### config.mk
export PLATFORM = sky130hd
export DESIGN_NAME = ethernet_vlan_header_parser
export DESIGN_NICKNAME = d
export VERILOG_FILES = /design/src/rtl/core/evhp_pkg.sv /design/src/rtl/core/evhp_in_reg.sv /design/src/rtl/core/evhp_parse.sv /design/src/rtl/core/evhp_out_reg.sv /design/src/rtl/core/ethernet_vlan_header_parser.sv
export SDC_FILE = /design/constraint.sdc
export NUM_CORES = 1
export LEC_CHECK = 0
export BUFFER_PORTS_ARGS = -buffer_cell sky130_fd_sc_hd__buf_2
export CORE_MARGIN = 5
export CORE_UTILIZATION = 32
export CTS_BUF_LIST = sky130_fd_sc_hd__clkbuf_2 sky130_fd_sc_hd__clkbuf_4 sky130_fd_sc_hd__clkbuf_8
export DETAILED_ROUTE_END_ITERATION = 8
export SLEW_MARGIN = 20
export SYNTH_ARGS = -nofsm -noshare
export SYNTH_HDL_FRONTEND = slang
export SYNTH_SLANG_ARGS = --single-unit
### constraint.sdc
create_clock -name clk -period 15.2 [get_ports clk]
set_input_delay 3.04 -clock clk [delete_from_list [all_inputs] [get_ports clk]]
set_output_delay 3.04 -clock clk [all_outputs]
set_load 0.01 [all_outputs]
### src/rtl/core/evhp_pkg.sv
`timescale 1ns / 1ps
`default_nettype none

package evhp_pkg;

  typedef enum logic [1:0] {
    PH_ADDR  = 2'd0,
    PH_WORDS = 2'd1,
    PH_SKIP  = 2'd2
  } phase_t;

  localparam logic [1:0] KIND_TAG = 2'd0;
  localparam logic [1:0] KIND_HDR = 2'd1;
  localparam logic [1:0] KIND_ERR = 2'd2;

  localparam logic [1:0] STAT_OK    = 2'd0;
  localparam logic [1:0] STAT_SHORT = 2'd1;
  localparam logic [1:0] STAT_MANY  = 2'd2;

  localparam int unsigned CFG_IDX_W = 2;
  localparam logic [CFG_IDX_W-1:0] CFG_CTAG = 2'd0;
  localparam logic [CFG_IDX_W-1:0] CFG_STAG = 2'd1;

  localparam logic [15:0] CTAG_RESET = 16'h8100;
  localparam logic [15:0] STAG_RESET = 16'h88A8;

  localparam logic [3:0] MAC_BYTES = 4'd6;
  localparam logic [3:0] ADDR_LAST = 4'd11;
  localparam logic [5:0] HDR_LEN   = 6'd14;

  typedef struct packed {
    logic [7:0] data;
    logic       last;
  } beat_t;

  typedef struct packed {
    logic [1:0]  kind;
    logic [15:0] tag_tpid;
    logic [2:0]  tag_pcp;
    logic        tag_dei;
    logic [11:0] tag_vid;
    logic [47:0] dst_mac;
    logic [47:0] src_mac;
    logic [15:0] eth_type;
    logic [5:0]  data_offset;
    logic [3:0]  tag_count;
    logic [1:0]  status;
  } result_t;

endpackage

`default_nettype wire

### src/rtl/core/evhp_in_reg.sv
`timescale 1ns / 1ps
`default_nettype none

module evhp_in_reg (
  input  wire logic           clk,
  input  wire logic           rst,
  input  wire logic           in_valid,
  output logic                in_stall,
  input  wire logic [7:0]     data_byte,
  input  wire logic           last_byte,
  input  wire logic           can_load,
  output logic                advance,
  output evhp_pkg::beat_t     beat
);
  import evhp_pkg::*;

  logic held;

  assign advance  = held && can_load;
  assign in_stall = held && !can_load;

  always_ff @(posedge clk) begin
    if (rst) begin
      held <= 1'b0;
    end else if (in_valid && !in_stall) begin
      held <= 1'b1;
    end else if (advance) begin
      held <= 1'b0;
    end
  end

  always_ff @(posedge clk) begin
    if (in_valid && !in_stall) begin
      beat.data <= data_byte;
      beat.last <= last_byte;
    end
  end

endmodule

`default_nettype wire

### src/rtl/core/evhp_parse.sv
`timescale 1ns / 1ps
`default_nettype none

module evhp_parse #(
  parameter int MAX_TAGS = 8
) (
  input  wire logic                           clk,
  input  wire logic                           rst,
  input  wire logic                           cfg_valid,
  input  wire logic [evhp_pkg::CFG_IDX_W-1:0] cfg_index,
  input  wire logic [15:0]                    cfg_data,
  input  wire logic                           advance,
  input  wire evhp_pkg::beat_t                beat,
  output logic                                res_valid,
  output evhp_pkg::result_t                   res
);
  import evhp_pkg::*;

  logic [15:0] ctag_tpid;
  logic [15:0] stag_tpid;

  phase_t      phase, phase_next;
  logic [3:0]  pos, pos_next;
  logic [47:0] dst, dst_next;
  logic [47:0] src, src_next;
  logic [7:0]  hold, hold_next;
  logic [15:0] pending, pending_next;
  logic [3:0]  tags, tags_next;
  logic        in_ctl, in_ctl_next;
  logic [15:0] word;

  assign word = {hold, beat.data};

  always_ff @(posedge clk) begin
    if (rst) begin
      ctag_tpid <= CTAG_RESET;
      stag_tpid <= STAG_RESET;
    end else if (cfg_valid) begin
      if (cfg_index == CFG_CTAG) begin
        ctag_tpid <= cfg_data;
      end else if (cfg_index == CFG_STAG) begin
        stag_tpid <= cfg_data;
      end
    end
  end

  always_comb begin
    phase_next   = phase;
    pos_next     = pos;
    dst_next     = dst;
    src_next     = src;
    hold_next    = hold;
    pending_next = pending;
    tags_next    = tags;
    in_ctl_next  = in_ctl;
    res          = '0;
    res_valid    = 1'b0;

    unique case (phase)
      PH_ADDR: begin
        if (pos < MAC_BYTES) begin
          dst_next = {dst[39:0], beat.data};
        end else begin
          src_next = {src[39:0], beat.data};
        end
        if (pos == ADDR_LAST) begin
          pos_next   = '0;
          phase_next = PH_WORDS;
        end else begin
          pos_next = pos + 4'd1;
        end
        if (beat.last) begin
          res_valid     = 1'b1;
          res.kind      = KIND_ERR;
          res.tag_count = tags;
          res.status    = STAT_SHORT;
        end
      end
      PH_WORDS: begin
        if (pos == '0) begin
          hold_next = beat.data;
          pos_next  = 4'd1;
          if (beat.last) begin
            res_valid     = 1'b1;
            res.kind      = KIND_ERR;
            res.tag_count = tags;
            res.status    = STAT_SHORT;
          end
        end else begin
          pos_next = '0;
          if (in_ctl) begin
            in_ctl_next = 1'b0;
            tags_next   = tags + 4'd1;
            res_valid   = 1'b1;
            if (beat.last) begin
              // frame cut on the tag control word: error replaces the tag
              res.kind      = KIND_ERR;
              res.tag_count = tags + 4'd1;
              res.status    = STAT_SHORT;
            end else begin
              res.kind     = KIND_TAG;
              res.tag_tpid = pending;
              res.tag_pcp  = word[15:13];
              res.tag_dei  = word[12];
              res.tag_vid  = word[11:0];
            end
          end else if (word == ctag_tpid || word == stag_tpid) begin
            if (tags >= 4'(MAX_TAGS)) begin
              res_valid     = 1'b1;
              res.kind      = KIND_ERR;
              res.tag_count = tags;
              res.status    = STAT_MANY;
              phase_next    = PH_SKIP;
            end else begin
              pending_next = word;
              in_ctl_next  = 1'b1;
              if (beat.last) begin
                res_valid     = 1'b1;
                res.kind      = KIND_ERR;
                res.tag_count = tags;
                res.status    = STAT_SHORT;
              end
            end
          end else begin
            res_valid       = 1'b1;
            res.kind        = KIND_HDR;
            res.dst_mac     = dst;
            res.src_mac     = src;
            res.eth_type    = word;
            res.data_offset = HDR_LEN + {tags, 2'b00};
            res.tag_count   = tags;
            res.status      = STAT_OK;
            phase_next      = PH_SKIP;
          end
        end
      end
      default: begin
        // skip to end of frame
      end
    endcase

    if (beat.last) begin
      phase_next  = PH_ADDR;
      pos_next    = '0;
      tags_next   = '0;
      in_ctl_next = 1'b0;
    end
  end

  always_ff @(posedge clk) begin
    if (rst) begin
      phase  <= PH_ADDR;
      pos    <= '0;
      tags   <= '0;
      in_ctl <= 1'b0;
    end else if (advance) begin
      phase  <= phase_next;
      pos    <= pos_next;
      tags   <= tags_next;
      in_ctl <= in_ctl_next;
    end
  end

  always_ff @(posedge clk) begin
    if (advance) begin
      dst     <= dst_next;
      src     <= src_next;
      hold    <= hold_next;
      pending <= pending_next;
    end
  end

  a_tag_needs_ctl: assert property (@(posedge clk) disable iff (rst)
    (advance && res_valid && res.kind == KIND_TAG) |-> in_ctl)
    else $error("tag result without a pending TPID");

  a_tags_bounded: assert property (@(posedge clk) disable iff (rst)
    tags <= 4'(MAX_TAGS))
    else $error("tag count above limit");

  a_pos_range: assert property (@(posedge clk) disable iff (rst)
    (pos <= ADDR_LAST) && (phase != PH_WORDS || pos <= 4'd1))
    else $error("byte position out of range");

  a_frame_restart: assert property (@(posedge clk) disable iff (rst)
    (advance && beat.last) |=> (phase == PH_ADDR && tags == '0 && !in_ctl && pos == '0))
    else $error("frame state not cleared after last byte");

endmodule

`default_nettype wire

### src/rtl/core/evhp_out_reg.sv
`timescale 1ns / 1ps
`default_nettype none

module evhp_out_reg (
  input  wire logic          clk,
  input  wire logic          rst,
  input  wire logic          advance,
  input  wire logic          res_valid,
  input  wire evhp_pkg::result_t res,
  output logic               can_load,
  output logic               out_valid,
  input  wire logic          out_stall,
  output evhp_pkg::result_t  out_res
);
  import evhp_pkg::*;

  logic load;

  assign can_load = !out_valid || !out_stall;
  assign load     = advance && res_valid;

  always_ff @(posedge clk) begin
    if (rst) begin
      out_valid <= 1'b0;
    end else if (load) begin
      out_valid <= 1'b1;
    end else if (!out_stall) begin
      out_valid <= 1'b0;
    end
  end

  always_ff @(posedge clk) begin
    if (load) begin
      out_res <= res;
    end
  end

endmodule

`default_nettype wire

### src/rtl/core/ethernet_vlan_header_parser.sv
`timescale 1ns / 1ps
`default_nettype none

// Ethernet 802.1Q / 802.1ad header parser. Frame bytes come in one per beat in
// wire order, last_byte marking the end of the frame. The first twelve bytes
// are the destination and source MACs; then 16-bit big-endian words are read.
// A word matching the C-tag or S-tag TPID register starts a tag, and the next
// word yields one tag result (kind 0: TPID, PCP, DEI, VID). The first non-TPID
// word is the EtherType: one header result (kind 1) with both MACs, EtherType,
// payload offset and tag count, after which the rest of the frame is dropped.
// A frame ending before the EtherType gives an error result (kind 2, status 1);
// a TPID seen with MAX_TAGS tags already parsed gives status 2. Each byte sits
// in the input register, passes the single parse stage and lands in the result
// register, so one beat per clock is sustained while no result waits under
// out_stall; results are presented straight from the result register.
// The input stalls only while a result is held in the output register under
// out_stall. TPID registers are written at index 0 (C-tag) and 1 (S-tag);
// cfg_ready is always high, other indexes are dropped. Write them only while
// the block is idle.
module ethernet_vlan_header_parser #(
  parameter int MAX_TAGS = 8
) (
  input  wire logic                           clk,
  input  wire logic                           rst,

  input  wire logic                           cfg_valid,
  output logic                                cfg_ready,
  input  wire logic [evhp_pkg::CFG_IDX_W-1:0] cfg_index,
  input  wire logic [15:0]                    cfg_data,

  input  wire logic                           in_valid,
  output logic                                in_stall,
  input  wire logic [7:0]                     data_byte,
  input  wire logic                           last_byte,

  output logic                                out_valid,
  input  wire logic                           out_stall,
  output logic [1:0]                          kind,
  output logic [15:0]                         tag_tpid,
  output logic [2:0]                          tag_pcp,
  output logic                                tag_dei,
  output logic [11:0]                         tag_vid,
  output logic [47:0]                         dst_mac,
  output logic [47:0]                         src_mac,
  output logic [15:0]                         eth_type,
  output logic [5:0]                          data_offset,
  output logic [3:0]                          tag_count,
  output logic [1:0]                          status
);
  import evhp_pkg::*;

  beat_t   beat;
  result_t res;
  result_t out_res;
  logic    advance;
  logic    can_load;
  logic    res_valid;

  // config port never back-pressures
  assign cfg_ready = 1'b1;

  // input register: one byte beat waiting for the parse stage
  evhp_in_reg u_in (
    .clk       (clk),
    .rst       (rst),
    .in_valid  (in_valid),
    .in_stall  (in_stall),
    .data_byte (data_byte),
    .last_byte (last_byte),
    .can_load  (can_load),
    .advance   (advance),
    .beat      (beat)
  );

  // parse stage: frame state update and result build in one pass
  evhp_parse #(
    .MAX_TAGS (MAX_TAGS)
  ) u_parse (
    .clk       (clk),
    .rst       (rst),
    .cfg_valid (cfg_valid && cfg_ready),
    .cfg_index (cfg_index),
    .cfg_data  (cfg_data),
    .advance   (advance),
    .beat      (beat),
    .res_valid (res_valid),
    .res       (res)
  );

  // result register toward the downstream side
  evhp_out_reg u_out (
    .clk       (clk),
    .rst       (rst),
    .advance   (advance),
    .res_valid (res_valid),
    .res       (res),
    .can_load  (can_load),
    .out_valid (out_valid),
    .out_stall (out_stall),
    .out_res   (out_res)
  );

  assign kind        = out_res.kind;
  assign tag_tpid    = out_res.tag_tpid;
  assign tag_pcp     = out_res.tag_pcp;
  assign tag_dei     = out_res.tag_dei;
  assign tag_vid     = out_res.tag_vid;
  assign dst_mac     = out_res.dst_mac;
  assign src_mac     = out_res.src_mac;
  assign eth_type    = out_res.eth_type;
  assign data_offset = out_res.data_offset;
  assign tag_count   = out_res.tag_count;
  assign status      = out_res.status;

endmodule

`default_nettype wire

==> Yosys cells after proc, flatten, opt, wreduce, memory -nomap -nowiden <==
Index checks and enable logic that the tools add are counted.
{ "totals": {"register_bits": 332, "out_inout_bits": 161, "wordCells": 120, "inputBits": 32} }
{ "op_classes": {"reduce_logical": 29, "n_lt_le_gt_ge": 2, "mux": 44, "add_sub_neg": 3, "n_bitwise": 6, "n_eq_ne": 11} }
{ "op_table": {"columns": ["op", "n"], "rows": [
  ["6-bit 2-to-1 mux", 6],
  ["16-bit equality test", 2],
  ["4-bit 2-to-1 mux", 6],
  ["2-bit 2-to-1 mux", 11],
  ["1-bit 2-to-1 mux", 16],
  ["3-bit AND reduction", 5],
  ["6-bit one-hot mux with 2 select lines", 1],
  ["6-bit AND reduction", 2],
  ["4-bit by 1-bit adder with 4-bit output, second input constant", 2],
  ["2-bit one-hot mux with 2 select lines", 2],
  ["4-bit one-hot mux with 2 select lines", 1],
  ["4-bit OR reduction", 2],
  ["4-bit by 6-bit adder with 6-bit output, first input constant", 1],
  ["3-bit inequality test, second input constant", 2],
  ["1-bit inverter", 6],
  ["2-bit nonzero test", 3],
  ["2-bit by 1-bit equality test with 1-bit output, second input constant", 2],
  ["4-bit equality test, second input constant", 1],
  ["4-bit >= comparator, second input constant", 1],
  ["1-bit logical AND", 4],
  ["1-bit zero test", 4],
  ["2-bit zero test", 2],
  ["4-bit zero test", 1],
  ["4-bit by 3-bit < comparator with 1-bit output, second input constant", 1],
  ["9 further kinds", 11]
]} }

==> Longest topological paths before layout <==
Gate-level depths: netlist of run 1.
{ "depth": {"word_depth": 8, "mapped_depth": 9, "depth_no_buf": 7} }

==> By module <==
A second synthesis of run 1 with hierarchy kept.
{ "hier_totals": {"cells_unflattened": 788, "hier_area_um2": 12271.8} }
{ "modules_own_cells": {"columns": ["module", "area_each_um2", "seq_area_each_um2", "cells_each", "instances"], "rows": [
  ["evhp_parse", 7146.9, 4464.3, 609, 1],
  ["evhp_out_reg", 4787.1, 4764.6, 163, 1],
  ["evhp_in_reg", 326.6, 290.3, 14, 1],
  ["ethernet_vlan_header_parser", 11.3, 0.0, 2, 1]
]} }

==> Worst setup path before layout of run 1 <==
No wires, ideal clock.
{ "synth_path": {"path_kind": "input port to flip-flop", "startpoint": "in out_stall", "endpoint": "reg, netlist name u_out.out_res[0]", "arrival_ns": 11.093, "n_path_buf": 0, "slack_ns": 3.379, "setup_ns": 0.728, "stages": 3, "t_required_ns": 14.472, "cell_sequence": "a21boi_1 -> nand2_1 -> o22ai_1"} }
{ "synth_via": {"elab_chain_len": 4} }
{ "synth_lines": {"columns": ["element", "line_no", "source"], "rows": [
  ["from (decl)", "ethernet_vlan_header_parser.sv:37", "input wire logic out_stall,"],
  ["1-bit zero test", "evhp_out_reg.sv:19", "assign can_load = !out_valid || !out_stall;"],
  ["1-bit logical OR", "evhp_out_reg.sv:19", null],
  ["1-bit logical AND", "evhp_in_reg.sv:19", "assign advance = held && can_load;"],
  ["1-bit logical AND", "evhp_out_reg.sv:20", "assign load = advance && res_valid;"],
  ["named net u_out.load", "evhp_out_reg.sv:17", "logic load;"]
]} }
The timed path passes the listed nets, and every way through them passes these cells.
A chain may end at the register's enable or synchronous reset.

==> Worst setup path in the final report of run 1 <==
{ "layout_path": {"startpoint": "in out_stall", "endpoint": "out in_stall"} }
{ "layout_via": {"elab_chain_len": 4} }
{ "layout_lines": {"columns": ["element", "line_no", "source"], "rows": [
  ["1-bit zero test", "evhp_out_reg.sv:19", null],
  ["1-bit logical OR", "evhp_out_reg.sv:19", null],
  ["1-bit zero test", "evhp_in_reg.sv:20", "assign in_stall = held && !can_load;"],
  ["1-bit logical AND", "evhp_in_reg.sv:20", null],
  ["to (decl)", "ethernet_vlan_header_parser.sv:32", "output logic in_stall,"]
]} }
No other way between the ends.

==> impl_results.md, run 1 <==
- I/O Pins: 193
- DR vias: a little under 7000
- Cell variety after synth: around 50
- R2R Path Start: u_in.beat[2]
- Yosys top cell by area: edfxtp_1
- Worst hold path startpoint: u_parse.src[14]
- Syn-to-layout area delta: 21.4%
- Worst setup path startpoint: out_stall
- Post-synthesis cell area: around 12000 um^2
- Clock period minus worst slack: approximately 6600 ps
- Setup crit end kind: output port
- Power per cell area: roughly 120 nW/um^2
- Logic pwr share: 0.027
- Rel. slew slack: 0.313
- Clock Skew: 31.9 ps
- Pint: ~1.5 mW
- Post_cts resized: 0
- Max Cap Viol: 0
- Avg Vias per Cell: around 4.4
- Status: finished clean
- Setup Fix Bufs, Post-CTS: 0
- Worst setup margin: 8630 ps
- 1st-iter DRT viols: around 330
- Worst hold path class: reg2reg
- DPL Wire Length: 16.8 mm
- Row cnt: 71
- FF+latch count, synth: 331
- Final setup vio count: 0
- Slowest cell on crit path: and3_1
- Post-CTS Hold Buffers: 0
- Largest net degree at the start of global routing: roughly 120
- Ratio of cells with drive above 1 in the final layout: 0.310
- EDFF count, synth: ~290
- Nets: around 1000
- Total die area: between 40000 and 50000 um^2
- Most common cell in the netlist: edfxtp_1
- Top cell by count, worst path: buf_2
- Synth Flop Type: edfxtp_1
- Crit path to: in_stall
- CTS sink cnt: approximately 330
- Pre-antenna DRT Iters: 7
- Worst endpoint required time: 12160 ps
- Die Wd: 206 um
- Clock power frac: 0.424
- Ys async rst share: 0
- Global-route wire length before repair: about 39 mm
- Yosys top cell area share: 0.701
- Drt wl/cell: between 15 and 20 um
- GPL Wtd Cong: slightly above 0.8
- Clock tree buffer depth: 3
- Critical path fanouts, max: 4
- H-tree lvl count: 2
- Largest cells by area after synthesis: edfxtp_1, dfxtp_1, and2_1
- Tightest Pin Transition: between 1000 and 1500 ps
- GRT overflow: 0
- Commonest cells post-synth: edfxtp_1, and2_1, nand2_1
- TritonCTS clock tree: built
- Fill cells: 3520
- Total negative slack: 0 ps
- Sequential Power Share: 0.548
- Final Cycle Share: 0.432
- CTS Buf Count: between 50 and 60
- Worst-case vdd ir drop: 0.0561 mV
- Critical Path AT: 3530 ps
- R2R setup slack: around 11000 ps
- CP peak stage delay: ~210 ps
- Unrepaired setup endpoints after global routing: no
- Initial Util: 0.324
- Cells after synthesis: ~790
- Vias in the first global route: about 6700
- Fin util: 0.394
- Synth Net Count: between 800 and 900
- Psw: about 0.40 mW
- Final Hold Vio Count: 0
- Root Buffer: clkbuf_8
- GRT Overall Usage: 0.123
- R2r endpoint: u_out.out_res[73]
- Place WS: roughly 8600 ps
- Register-to-Register Path Depth: 6
- Yosys warns: 0
- Max Slew Vio Count: 0
- Post-route ant nets: 0
- Core area: around 38000 um^2
- Switch share: 0.215
- Initial antenna violation count: 1
- Fmax: roughly 150 MHz
- Pleak: 5.72 nW
- Port Buffers: between 150 and 200
- Post-synthesis area per instance: approximately 16 um^2
- DRT Wirelength: around 27 mm
- Die Y: 206 um
- Startpoint Class: input port
- Worst Setup Path Type: in2out
- # DRC: 0
- Clk_lat worst skew: 620 ps
- Worst-path clk slew: roughly 60 ps
- Sequential-to-total area share from yosys stat: 0.775
- Critical path, cell by cell: buf_2, and3_1, buf_2
-- layer usage --
metal	GRT usage	vias up	wire [um]
met5	0	-	0
met1	0.169	3312	11900
met3	0.0306	46	1940
met2	0.189	225	12200
li1	-	3274	-
met4	0.0452	0	640
-- sequential cells by signal (all words and copies together) (netlist names) --
name               flops
u_out.out_valid        1
u_parse.dst           48
u_in.held              1
u_out.out_res        157
u_parse.in_ctl         1
u_parse.ctag_tpid     16
u_parse.tags           4
u_parse.hold           8
u_parse.phase          2
u_parse.pending       16
u_parse.pos            4
u_parse.stag_tpid     16
u_parse.src           48
u_in.beat              9
-- critical path, delay by kind of cell --
kind / cells / cell delay (ps)
buf+inv: 2 / 280
simple gates: 1 / 210
-- power groups by stage --
| stage | clock network (mW) | logic [mW] | registers (mW) |
|---|---|---|---|
| 2_1_floorplan | 0 | 0.0272 | 1.04 |
| 3_3_place_gp | 0 | 0.0503 | 1.03 |
| 3_5_place_dp | 0 | 0.0510 | 1.04 |
| 4_1_cts | 0.816 | 0.0512 | 1.02 |
| 5_1_grt | 0.853 | 0.0559 | 1.02 |
| 6_report | 0.786 | 0.0502 | 1.02 |
-- cell type report --
cell class | count | area, um^2 | area share
sequential | 331 | 9490 | 0.638
multi-input combinational | 413 | 2580 | 0.174
timing repair buffer | 198 | 1010 | 0.0682
clock buffer | 83 | 992 | 0.0667
tap | 511 | 639 | 0.0430
clock inverter | 19 | 124 | 0.00833
inverter | 8 | 30.0 | 0.00202
antenna | 1 | 2.50 | 0.000168
-- worst min path at each step --
stage                      endpoint  slack, ps  cells past startpoint
floorplan           u_parse.dst[10]        420                      0
global placement    u_parse.dst[37]        420                      0
detailed placement  u_parse.dst[15]        420                      0
CTS                 u_parse.src[22]        430                      0
global route        u_parse.src[22]        440                      0
finish              u_parse.src[22]        430                      0
-- cell usage in the layout (no fill, tap or decap), types with 4 or more instances in the layout --
cell type and count:
buf_4 7, edfxtp_1 286, dfxtp_1 45, nor2_1 19
o21ai_0 8, buf_2 190, a21oi_1 38, nand3_1 11
clkbuf_8 59, and2_4 20, a22oi_1 4, ha_1 4
clkbuf_4 24, nor4_2 10, a21o_1 4, and2_1 127
inv_1 7, and3_1 4, clkinv_2 5, clkinv_1 12
nor3_1 4, xor2_1 32, nand2_1 76, a211oi_1 5
-- cell families after synthesis --
group                      Yosys count  share of synthesized area
DFF                                331                      0.775
and+or+nand+nor                    297                      0.141
AOI/OAI and AO/OA                   72                     0.0350
buffers and inverters               44                     0.0173
xor gates and xnor gates            35                     0.0250
adders and majority gates            4                    0.00409
muxes                                3                    0.00245
other                                2                   0.000613
-- stage by stage --
| step | hold WS [ps] | total power [mW] | instance area, um^2 | instances |
|---|---|---|---|---|
| after floorplan | 417 | 1.06 | 12200 | 788 |
| after global placement | 419 | 1.08 | 13800 | 1461 |
| after detailed placement | 423 | 1.09 | 13800 | 1461 |
| after CTS | 435 | 1.88 | 14900 | 1563 |
| after global routing | 443 | 1.93 | 14900 | 1563 |
| final | 431 | 1.85 | 14900 | 1564 |
Note: power is estimated with default switching activity, not from simulation.
==> run 2, diff against run 1 <==
Clock period 15.2 ns to 5.52 ns, I/O delays scaled along.
==> run 2 against run 1 <==
  * Clock power rose to 2.6 times the previous value
  * Final cell count down 0.64%
  * Non-clock buffer count down 1
  * Register-to-register slack worse by 9200 ps
  * Largest cell class unchanged
  * Critical path depth up 3
  * First-iteration DRC count up 2.1%
  * Wire length down 1.6%
  * Setup slack worse by 6500 ps
==> impl_results.md, run 2 (synthesized netlist as in run 1, its figures left out) <==
- Post-CTS Hold Buffers: 0 (unchanged)
- # DRC: 0 (unchanged)
- Die Y: 206 um (unchanged)
- Setup Fix Bufs, Post-CTS: 0 (unchanged)
- Core area: 37800 um^2 (unchanged)
- Total negative slack: 0 ps (unchanged)
- TritonCTS clock tree: built
- DRT Wirelength: 26.2 mm (-1.6%)
- Root Buffer: clkbuf_8
- CTS sink cnt: 331 (unchanged)
- Die Wd: 206 um (unchanged)
- Final design area excluding fillers: 14800 um^2 (-0.60%)
- Number of flip-flops under the largest register name: 157 (unchanged)
- Placed instance area: 13800 um^2 (+0.14%)
- Row cnt: 71 (unchanged)
- Initial antenna violation count: 1 (unchanged)
- DPL Wire Length: 16.9 mm (+0.82%)
- DR vias: 6778 (-1.2%)
- Critical Path AT: 3620 ps (+90 ps)
- Worst setup path startpoint: u_in.beat[2]
- H-tree lvl count: 2 (unchanged)
- R2R Path Start: u_in.beat[2]
- Pre-antenna DRT Iters: 5 (-2)
- Ant diodes: 0 (-1)
- R2r endpoint: u_out.out_res[54]
- Largest Register: u_out.out_res
- Post_cts resized: 0 (unchanged)
- Dpl cells: 1460 (-0.068%)
- GRT overflow: 0 (unchanged)
- Final Hold Vio Count: 0 (unchanged)
- Initial Util: 0.324 (unchanged)
- Worst setup margin: 2140 ps (-6490 ps)
- Final non-filler cell total: 1554 (-0.64%)
- Fin util: 0.392 (-0.00235)
- Global-route wire length before repair: 39.6 mm (+0.37%)
- Max Slew Vio Count: 0 (unchanged)
- Rel. slew slack: 0.373 (+0.0599)
- Clock period minus worst slack: approximately 3400 ps
- 1st-iter DRT viols: 335 (+2.1%)
- Critical path fanouts, max: 126 (+122)
- Post-route ant nets: 0 (unchanged)
- Worst-path clk slew: 60 ps (about the same)
- Final setup vio count: 0 (unchanged)
- Biggest regs: u_out.out_res: 157 flops, u_parse.dst: 48 flops, u_parse.src: 48 flops
- Startpoint Class: register
- Final Cycle Share: 0.613
- Port Buffers: 190 (unchanged)
- Worst hold path class: reg2reg
- Clock Skew: 24.1 ps (-7.73 ps)
- Register-to-Register Path Depth: 6 (unchanged)
- Clk_lat worst skew: 610 ps (about the same)
- Clock tree buffer depth: 3 (unchanged)
- Crit path to: u_out.out_res[54]
- Commonest non-fill, non-tap cell in the layout: edfxtp_1
- Worst endpoint required time: 5750 ps (-6410 ps)
- Drt wl/cell: 16.9 um (-0.92%)
- Power per cell area: 335 nW/um^2 (+170%)
- Unrepaired setup endpoints after global routing: no
- Syn-to-layout area delta: 20.7%
- Setup crit end kind: register
- Ratio of cells with drive above 1 in the final layout: 0.298 (-0.0117)
- Place WS: 2180 ps (-6460 ps)
- Pleak: 5.65 nW (-1.2%)
- Worst Setup Path Type: reg2reg
- Largest net degree at the start of global routing: 127 (+7.6%)
- GRT Overall Usage: 0.123 (about the same)
- Most frequent cells in the layout: edfxtp_1, buf_2, and2_1, nand2_1, clkbuf_8
- Tightest Pin Transition: 935 ps (-95.4 ps)
- Total die area: 42300 um^2 (unchanged)
- Worst-case vdd ir drop: 0.176 mV (+210%)
- Max Cap Viol: 0 (unchanged)
- GPL Wtd Cong: 0.827 (+2.6%)
- Status: finished clean
- Fmax: 295 MHz
- R2R setup slack: 2140 ps (-9200 ps)
- CTS Buf Count: 53 (-1.9%)
- I/O Pins: 193 (unchanged)
- Avg Vias per Cell: 4.36 (-0.52%)
- Vias in the first global route: 6801 (+2.1%)
- Nets: 1040 (-0.19%)
## run 2: cell count changes in the layout (fill, tap and decap cells not counted), moves of 2 or more
| cell | change |
|---|---|
| clkbuf_4 | -13 |
| clkbuf_8 | -6 |
| clkinv_1 | +6 |
| clkinv_2 | +2 |
## run 2: how the worst min path moves through the flow
stage	startpoint	endpoint	slack, ps	cells after the start
floorplan	u_parse.dst[2]	u_parse.dst[10]	420	0
global placement	u_parse.src[22]	u_parse.src[30]	420	0
detailed placement	u_parse.dst[31]	u_parse.dst[39]	420	0
CTS	u_parse.dst[8]	u_parse.dst[16]	420	0
global route	u_parse.dst[2]	u_parse.dst[10]	440	0
finish	u_parse.dst[8]	u_parse.dst[16]	430	0
## run 2: metal layers
| layer | GRT usage | routed length, um |
|---|---|---|
| met5 | 0 | 13 |
| met3 | 0.0292 | 1940 |
| met2 | 0.190 | 12000 |
| met4 | 0.0488 | 700 |
| met1 | 0.167 | 11600 |
## run 2: where the power goes
group,internal [mW],total [mW],leakage [nW],switching (mW)
combinational,0.0459,0.138,1.96,0.0923
clock,1.07,2.03,0.532,0.956
sequential,2.76,2.79,3.16,0.0378
total,3.87,4.96,5.65,1.09
## run 2: per-stage QoR
stage | hold slack, ps | power, mW
global placement | 419 | 2.99
floorplan | 417 | 2.92
CTS | 422 | 5.05
global route | 440 | 5.17
detailed placement | 424 | 2.99
finish | 434 | 4.96
## run 2: area by class of cell
class	count	area, um^2
Fill cell	3508	23000
Clock inverter	30	203
Timing Repair Buffer	197	1020
Clock buffer	64	812
Tap cell	511	639
Inverter	8	30.0
Multi-Input combinational cell	413	2600
Sequential cell	331	9490
## run 2: worst max-delay path, stage by stage (launching register included)
cell and delay, ps:
edfxtp_1 650, xor2_1 250, nor4_2 410, nand4_1 240
a211oi_1 840, o22ai_4 180, buf_12 280
==> run 3, diff against run 2 <==
Clock period 5.52 ns to 3.2 ns, I/O delays scaled along.
==> run 3 against run 2 <==
  * Worst hold slack got worse by 220 ps
  * Sequential cell count unchanged
  * Critical path depth stayed put
  * Total power increased by 73%
  * Critical endpoint is now u_out.out_res[93]
==> impl_results.md, run 3 (synthesized netlist as in run 1, its figures left out) <==
- Nets: 1050 (+0.96%)
- TritonCTS clock tree: built
- DRT Wirelength: 27.6 mm (+5.3%)
- CTS Buf Count: 56 (+5.7%)
- Total die area: 42300 um^2 (unchanged)
- DPL Wire Length: 18.4 mm (+8.6%)
- Worst setup margin: 399 ps (-1740 ps)
- H-tree lvl count: 2 (unchanged)
- Clock tree buffer depth: 3 (unchanged)
- I/O Pins: 193 (unchanged)
- Largest net degree at the start of global routing: 158 (+24%)
- Pre-antenna DRT Iters: 5 (unchanged)
- Fill cells: 3504 (-0.11%)
- Initial Util: 0.324 (unchanged)
- DR vias: 6908 (+1.9%)
- Startpoint Class: register
- Number of flip-flops under the largest register name: 157 (unchanged)
- Fmax: 357 MHz (+21%)
- Setup crit end kind: register
- Rel. slew slack: 0.407 (+0.0342)
- Clock Skew: 41.8 ps (+17.6 ps)
- Clk_lat worst skew: 640 ps (+30 ps)
- Die Wd: 206 um (unchanged)
- GRT overflow: 0 (unchanged)
- Tightest Pin Transition: 889 ps (-45.7 ps)
- 1st-iter DRT viols: 425 (+27%)
- CTS sink cnt: 331 (unchanged)
- Final setup vio count: 0 (unchanged)
- Total negative slack: 0 ps (unchanged)
- Status: finished clean
- Final Cycle Share: 0.875 (+0.262)
- Row cnt: 71 (unchanged)
- Post-route ant nets: 0 (unchanged)
- Unrepaired setup endpoints after global routing: no
- GRT Overall Usage: 0.130 (+0.00716)
- Root Buffer: clkbuf_8
- Post_cts resized: 0 (unchanged)
- Final Hold Vio Count: 0 (unchanged)
- Drt wl/cell: 17.7 um (+4.6%)
- Largest Register: u_out.out_res
- Post-CTS Hold Buffers: 0 (unchanged)
- Worst hold path class: in2reg
- Die Y: 206 um (unchanged)
- Global-route wire length before repair: 41.7 mm (+5.5%)
- Pleak: 5.72 nW (+1.2%)
- Commonest non-fill, non-tap cell in the layout: edfxtp_1
- Worst-case vdd ir drop: 0.291 mV (+65%)
- Setup Fix Bufs, Post-CTS: 0 (unchanged)
- Ant diodes: 0 (unchanged)
- Worst Setup Path Type: reg2reg
- Critical path fanouts, max: 157 (+25%)
- Max Cap Viol: 0 (unchanged)
- # DRC: 0 (unchanged)
- Ratio of cells with drive above 1 in the final layout: 0.311 (+0.0130)
- Place WS: 418 ps (-1760 ps)
- Most frequent cells in the layout: edfxtp_1, buf_2, and2_1, nand2_1, clkbuf_8
- Vias in the first global route: 7016 (+3.2%)
- Clock period minus worst slack: 2800 ps (-584 ps)
- Max Slew Vio Count: 0 (unchanged)
- Core area: 37800 um^2 (unchanged)
- Biggest regs: u_out.out_res: 157 flops, u_parse.dst: 48 flops, u_parse.src: 48 flops
- Worst endpoint required time: 3420 ps (-2330 ps)
- Critical Path AT: 3020 ps (-600 ps)
- Avg Vias per Cell: 4.41 (+1.2%)
- Port Buffers: 190 (unchanged)
- GPL Wtd Cong: 0.813 (-1.7%)
- Initial antenna violation count: 1 (unchanged)
- Syn-to-layout area delta: 22.1%
- Power per cell area: 575 nW/um^2 (+72%)
- Worst-path clk slew: 60 ps (about the same)
- Pwr Total: 8.60 mW (+73%)
run 3: critical path, stage by stage (launching register included):
cell and delay [ps]:
edfxtp_1 590, xor2_1 230, nor4_2 330, nand4_1 240, a211oi_2 450, o22ai_4 120, buf_12 300
run 3: report_power, final:
part,leakage (nW),total (mW),internal [mW],switching (mW)
logic,2.02,0.259,0.0872,0.172
registers,3.16,4.81,4.76,0.0573
clock network,0.537,3.53,1.86,1.67
total,5.72,8.60,6.70,1.90
run 3: through the flow:
stage	hold slack (ps)	instance area (um^2)	utilization	std cells
2_1_floorplan	417	12300	-	788
3_3_place_gp	418	13900	0.369	1467
3_5_place_dp	426	13900	0.369	1467
4_1_cts	159	15000	0.396	1565
5_1_grt	173	15000	0.396	1565
6_report	218	15000	0.396	1565
run 3: per-layer routing:
layer	GRT usage	up-vias	wire length [um]
met5	0	-	13
li1	-	3290	-
met4	0.0481	2	563
met1	0.179	3333	12300
met3	0.0336	38	1980
met2	0.198	245	12800
run 3: worst paths after layout:
check | startpoint | end | slack, ps | cells past startpoint
max | u_in.beat[3] | u_out.out_res[93] | 400 | 6
min | last_byte | u_in.beat[0] | 220 | 1
max reg2reg | u_in.beat[3] | u_out.out_res[93] | 400 | 6
min reg2reg | u_parse.src[13] | u_parse.src[21] | 420 | 0
run 3: layout make-up:
class,count,area (um^2),area share
Tap cell,511,639,0.0428
Inverter,8,30.0,0.00201
Sequential cell,331,9490,0.635
Clock buffer,68,861,0.0576
Multi-Input combinational cell,413,2630,0.176
Clock inverter,30,178,0.0119
Timing Repair Buffer,204,1120,0.0748
